File: src/rtl/core/skl_pkg.sv
package skl_pkg;

  // fixed field widths
  localparam int KEY_W        = 32;
  localparam int OP_W         = 3;
  localparam int RANK_W       = 6;
  localparam int STATUS_W     = 2;
  localparam int CAPACITY_DEF = 64;

  typedef logic signed [KEY_W-1:0] key_t;
  typedef logic [RANK_W-1:0]       rank_t;

  // operation codes
  typedef enum logic [OP_W-1:0] {
    OP_INSERT   = 3'd0,
    OP_QUERY    = 3'd1,
    OP_CONTAINS = 3'd2,
    OP_RANK     = 3'd3,
    OP_REMOVE   = 3'd4
  } op_t;

  // result status codes
  typedef enum logic [STATUS_W-1:0] {
    ST_OK    = 2'd0,
    ST_FULL  = 2'd1,
    ST_RANGE = 2'd2
  } status_t;

  // sequencer states
  typedef enum logic [1:0] {
    S_IDLE = 2'd0,
    S_CMP  = 2'd1,
    S_UPD  = 2'd2
  } state_t;

  // control broadcast to every cell
  typedef struct packed {
    logic cmp_en;
    logic ins_en;
    logic rem_en;
  } cell_ctrl_t;

endpackage

File: src/rtl/core/skl_cell.sv
module skl_cell #(
  parameter int IDX   = 0,
  parameter int CNT_W = 7
) (
  input  logic                clk,
  input  skl_pkg::cell_ctrl_t ctrl,
  input  skl_pkg::key_t       k,
  input  skl_pkg::rank_t      rank,
  input  logic [CNT_W-1:0]    count,
  input  skl_pkg::key_t       left_key,
  input  logic                left_ge,
  input  skl_pkg::key_t       right_key,
  output skl_pkg::key_t       key_q,
  output logic                ge_q,
  output logic                eq_q,
  output logic                hit_q
);
  import skl_pkg::*;

  key_t key_r;
  logic ge_r;
  logic eq_r;
  logic hit_r;
  logic occ;

  // cell holds a live key when its index is below the fill count
  assign occ = (CNT_W'(IDX) < count);

  // compare beat: empty cells act as larger than any key
  always_ff @(posedge clk) begin
    if (ctrl.cmp_en) begin
      ge_r  <= !occ || (key_r >= k);
      eq_r  <= occ && (key_r == k);
      hit_r <= occ && (32'(rank) == 32'(IDX));
    end
  end

  // shift right on insert, shift left on remove, from the boundary up
  always_ff @(posedge clk) begin
    if (ctrl.ins_en && ge_r) begin
      key_r <= left_ge ? left_key : k;
    end else if (ctrl.rem_en && ge_r) begin
      key_r <= right_key;
    end
  end

  assign key_q = key_r;
  assign ge_q  = ge_r;
  assign eq_q  = eq_r;
  assign hit_q = hit_r;

endmodule

File: config.mk
export PLATFORM = sky130hd
export DESIGN_NAME = skl_cell
export DESIGN_NICKNAME = d
export VERILOG_FILES = /design/src/rtl/core/skl_pkg.sv /design/src/rtl/core/skl_cell.sv
export SDC_FILE = /design/constraint.sdc
export NUM_CORES = 1
export LEC_CHECK = 0
export BUFFER_PORTS_ARGS = -buffer_cell sky130_fd_sc_hd__buf_2
export CORE_MARGIN = 1.5
export CORE_UTILIZATION = 40
export DETAILED_ROUTE_END_ITERATION = 8
export PLACE_DENSITY = 0.86
export SYNTH_ARGS = -nofsm -noshare
export SYNTH_HDL_FRONTEND = slang
export SYNTH_SLANG_ARGS = --single-unit
File: constraint.sdc
create_clock -name clk -period 2.2 [get_ports clk]
set_input_delay 0.22 -clock clk [delete_from_list [all_inputs] [get_ports clk]]
set_output_delay 0.22 -clock clk [all_outputs]
set_load 0.01 [all_outputs]
== Word-level counts from Yosys, hierarchy flattened ==
Cells that the tools add are included.
Operators by class
  $mul: 0
  eq/ne operators: 1
  add/subtract/negate cells: 0
  bitwise logic cells: 0
  div/mod/pow operators: 0
  shift-type cells: 0
  reductions and logical operators: 8
  mux-type cells: 3
  order comparisons: 2
Operators with widths (number)
  $mux 32: 3
  $eq 32x32->1: 1
  $ge 32x32->1: 1
  $lt 1x7->1 const A: 1
  $logic_not 6->1: 1
  $logic_and 1x1->1: 4
  $reduce_bool 2->1: 1
  $logic_not 1->1: 1
  $logic_or 1x1->1: 1
Word-level totals
  memories: 0
  memory bits (read-only): 0
  word-level logic and storage cells: 18
  register bits: 35
  bits in writable memories: 0
  latch bits: 0

== Depth between registers and ports, before layout ==
  word-level depth: 3
  gate-level depth with buffers: 8
  mapped depth without buffers: 8

== Least setup slack after synthesis ==
Ideal clock, no wire load.
  path kind: register to register
  start: reg key_r[19] (netlist: key_q[19])
  end: reg ge_r (netlist: ge_q), data pin
  period minus slack after synthesis: 2.133 ns
  arrival time: 1.871 ns
  library setup time: 0.262 ns
  stages on the path, launching flop included: 8
  path buffers: 0
  slack: 0.067 ns
  cell sequence: edfxtp_1 > ha_1 > a21oi_2 > o21ai_1 > a221o_1 > a2111o_1 > o21ai_0 > nand3b_1
On the way
  cells in the longest elaborated chain, start to end: 2
RTL lines
  start: declaration: line skl_cell.sv:20  | key_t key_r;
  start signal: assignment: line skl_cell.sv:41  | key_r <= left_ge ? left_key : k;
  start signal: assignment: line skl_cell.sv:43  | key_r <= right_key;
  $ge 32x32->1: line skl_cell.sv:32  | ge_r <= !occ || (key_r >= k);
  $logic_or 1x1->1: line skl_cell.sv:32
  end signal: assignment: line skl_cell.sv:32
  end: declaration: line skl_cell.sv:21  | logic ge_r;
Every way passes these cells.
A chain may end at the register's enable or synchronous reset.

== Worst setup path in the final report ==
Same ends and word-level chain as after synthesis.

==> impl_metrics.py <==
metrics = {
    "detailed_routing": {
        "drc": 0,
        "initialDrtViolationCount": 87,
        "wl_per_cell_um": 13.61,
        "num_vias": 2497,
        "ant_nets": 0,
        "drt-vias-per-instance": 5.044,
        "routed_wl_um": 6736,
        "dr.pass1.iters": 4,
    },
    "setup_path": {
        "end_kind": "register",
        "r2r_cells": 7,
        "path_max_fanout": 3,
        "worstPathRequired_ps": 2220,
        "r2r_start": "key_q[19]",
        "worstSetupPathType": "reg -> reg",
        "r2r-end": "ge_q",
        "rrSetupSlack_ps": 110,
        "cp-start-kind": "register",
        "crit_arrival_ps": 2110,
    },
    "layout": {
        "drive_gt1_frac": 0.4282,
        "instances_no_fill": 495,
        "seq_area_sq_um": 1051,
        "antenna_cells": 0,
        "final_nets": 565,
        "areaGrowthSynthToFinish_pct": 41.15,
        "multi_input_area_sq_um": 1464,
        "nFillCells": 557,
    },
    "sta": {
        "slew_viol_final": 0,
        "report.final.hold_viol_count": 0,
        "post-route-period-util": 0.9520,
        "slew_headroom": 0.6150,
        "fin_crit_ps": 2094,
        "skew_ps": 3.739,
        "worst_slack_ps": 105.6,
        "rsz0062_at_grt": "yes",
        "finalSetupViolations": 0,
        "max_freq_mhz": 477.5,
        "tightest_slew_ps": 577.5,
    },
    "pwr": {
        "comb_power_share": 0.342,
        "p_per_area_nw_per_um2": 553.2,
        "vdd_drop_max_mv": 0.3335,
        "leakagePower_nw": 1.858,
        "power_mw": 2.016,
        "pwr-share-clk": 0.213,
        "seqPwrFrac": 0.445,
        "internal_power_mw": 1.385,
        "p_switching_mw": 0.6308,
        "swShare": 0.3129,
    },
    "logic_synthesis": {
        "postSynthCellCount": 264,
        "syn-num-nets": 410,
        "syn-cell-area_sq_um": 2581,
        "synth.distinct_cells": 32,
        "ys_ff_latch": 35,
        "synth.yosys.seq_area_share": 0.4072,
        "ys_warn_count": 0,
        "synth.avg_cell_area_sq_um": 9.777,
    },
    "grt": {
        "grt_pass1_vias": 2628,
        "grt_max_degree": 35,
        "grt_pass1_wl_um": 11110,
        "grt_usage": 0.1963,
        "grt-ovfl-total": 0,
        "antenna_found_initial": 0,
    },
    "clock_network": {
        "clkTransAtPathRegs_ps": 70,
        "clk_path_buf_depth": 2,
        "clock_sink_count": 35,
        "cts_buffers": 5,
        "cts-htree-levels": 2,
        "cts-root-buf": "clkbuf_8",
        "cts_tree": "built",
        "clk-insertion-delay-late_ps": 270,
    },
    "floorplan": {
        "fp.coreArea_sq_um": 6277,
        "die_area_sq_um": 6944,
        "die_w_um": 83.33,
        "die_y_um": 83.33,
        "ios": 149,
        "num_rows": 29,
        "initial_core_util": 0.4112,
    },
    "hold_path": {
        "holdCritStartpoint": "ctrl[2]",
        "hold_path_end": "hit_q",
        "whs_path_depth": 1,
        "hp-class": "in -> reg",
    },
    "place": {
        "gp_congestion": 0.7728,
        "place_inst": 485,
        "hpwl_um": 5328,
        "place_ws_ps": -23.81,
        "port_buffers": 148,
    },
    "run_status": {
        "status": "complete, no violations",
    },
    "flow_run": {
        "max_cap_viol_count": 0,
    },
}
==> placed cells by master (no fill, tap or decap), types with 6 or more instances in the layout <==
cell / instances
buf_4: 10
buf_2: 148
a21oi_1: 40
inv_1: 33
mux2i_1: 32
edfxtp_1: 35
nand4_1: 6
nor2_1: 35
ha_1: 26
ha_4: 6
==> cell families (layout without fill, tap and decap cells) <==
| family | after synthesis | count (layout) | share of synthesized area |
|---|---|---|---|
| simple gates | 63 | 63 | 0.1188 |
| compound gates | 58 | 58 | 0.1294 |
| buf+inv | 44 | 198 | 0.06544 |
| flops | 35 | 35 | 0.4072 |
| fa+ha+maj | 32 | 32 | 0.1551 |
| mux | 32 | 32 | 0.1241 |
==> worst max-delay path, cell delays in order, from the launching register on <==
cell and delay (ps):
edfxtp_1 450, ha_4 280, a21oi_2 110, o21ai_1 80
a221o_1 320, a2111o_1 380, o21ai_1 140, nand3b_1 90
==> cell usage after synthesis <==
library cell	n	area [sq um]
o21ai_0	2	10.01
nand3b_1	1	7.510
a21oi_2	2	17.52
clkbuf_1	6	22.52
nor2_1	35	131.4
buf_1	2	7.510
nand2_1	5	18.77
a2111o_1	1	11.26
a21oi_1	42	210.2
a221o_1	2	20.02
nand4_1	6	37.54
buf_2	3	15.01
o31a_1	1	8.760
ha_1	32	400.4
nor4_1	3	18.77
edfxtp_1	35	1051
nor2b_4	1	13.76
nor3_1	1	5.000
o211ai_1	1	7.510
or4_1	2	15.01
nor4_2	1	12.51
nor2b_1	1	6.260
and2_1	1	6.260
nand3_1	5	25.02
o21a_1	1	7.510
and4_1	1	8.760
a21boi_1	1	7.510
o21ai_1	1	5.000
a31oi_1	1	6.260
mux2i_1	32	320.3
inv_1	33	123.9
a21o_1	3	22.52
==> per-stage QoR <==
| step | setup TNS [ps] | hold slack, ps | cell area, sq um | util |
|---|---|---|---|---|
| after global routing | -19.68 | 176.4 | 3643 | 0.5804 |
| after global placement | 0 | 479.6 | 3440 | 0.5479 |
| after floorplan | 0 | 332.5 | 2581 | - |
| final | 0 | 190.9 | 3643 | 0.5804 |
| after CTS | 0 | 185.9 | 3533 | 0.5629 |
| after detailed placement | -23.81 | 473.3 | 3440 | 0.5479 |
==> power groups by stage <==
stage | Combinational, mW | Clock, mW | Sequential [mW]
detailed placement | 0.658 | 0 | 0.905
floorplan | 0.335 | 0 | 0.942
global route | 0.778 | 0.474 | 0.907
CTS | 0.669 | 0.443 | 0.892
global placement | 0.629 | 0 | 0.898
finish | 0.690 | 0.429 | 0.897
==> area by class of cell <==
type | instances | area share
tap | 77 | 0.02644
inverter | 33 | 0.03400
multi-input combinational | 185 | 0.4018
sequential | 35 | 0.2885
timing repair buffer | 159 | 0.2294
clock buffer | 6 | 0.01992
==> worst max-delay path by stage <==
stage / from / endpoint / slack, ps / cells past startpoint
global route: key_q[14] / ge_q / -20 / 8
detailed placement: key_q[19] / ge_q / -20 / 7
global placement: key_q[13] / ge_q / 20 / 7
CTS: key_q[14] / ge_q / 4 / 7
floorplan: key_q[19] / ge_q / 70 / 7
finish: key_q[19] / ge_q / 110 / 7
==> registers in the layout, indices dropped and copies added (netlist names) <==
signal,cells
ge_q,1
eq_q,1
hit_q,1
key_q,32
==> timing repair <==
action,CTS,global route
hold buffers,0,0
gates resized for setup,3,9
pin swaps,0,7
setup buffers,0,4
endpoints found under the setup margin,1,1
==> layer usage <==
| metal | part of all wire | track usage | vias to the layer above |
|---|---|---|---|
| met5 | 0 | 0 | - |
| met4 | 0.020 | 0.07273 | 0 |
| met3 | 0.059 | 0.03280 | 14 |
| met2 | 0.54 | 0.3865 | 94 |
| met1 | 0.38 | 0.2055 | 1128 |
| li1 | - | - | 1261 |
No activity file was read; power rests on OpenSTA's default activity.
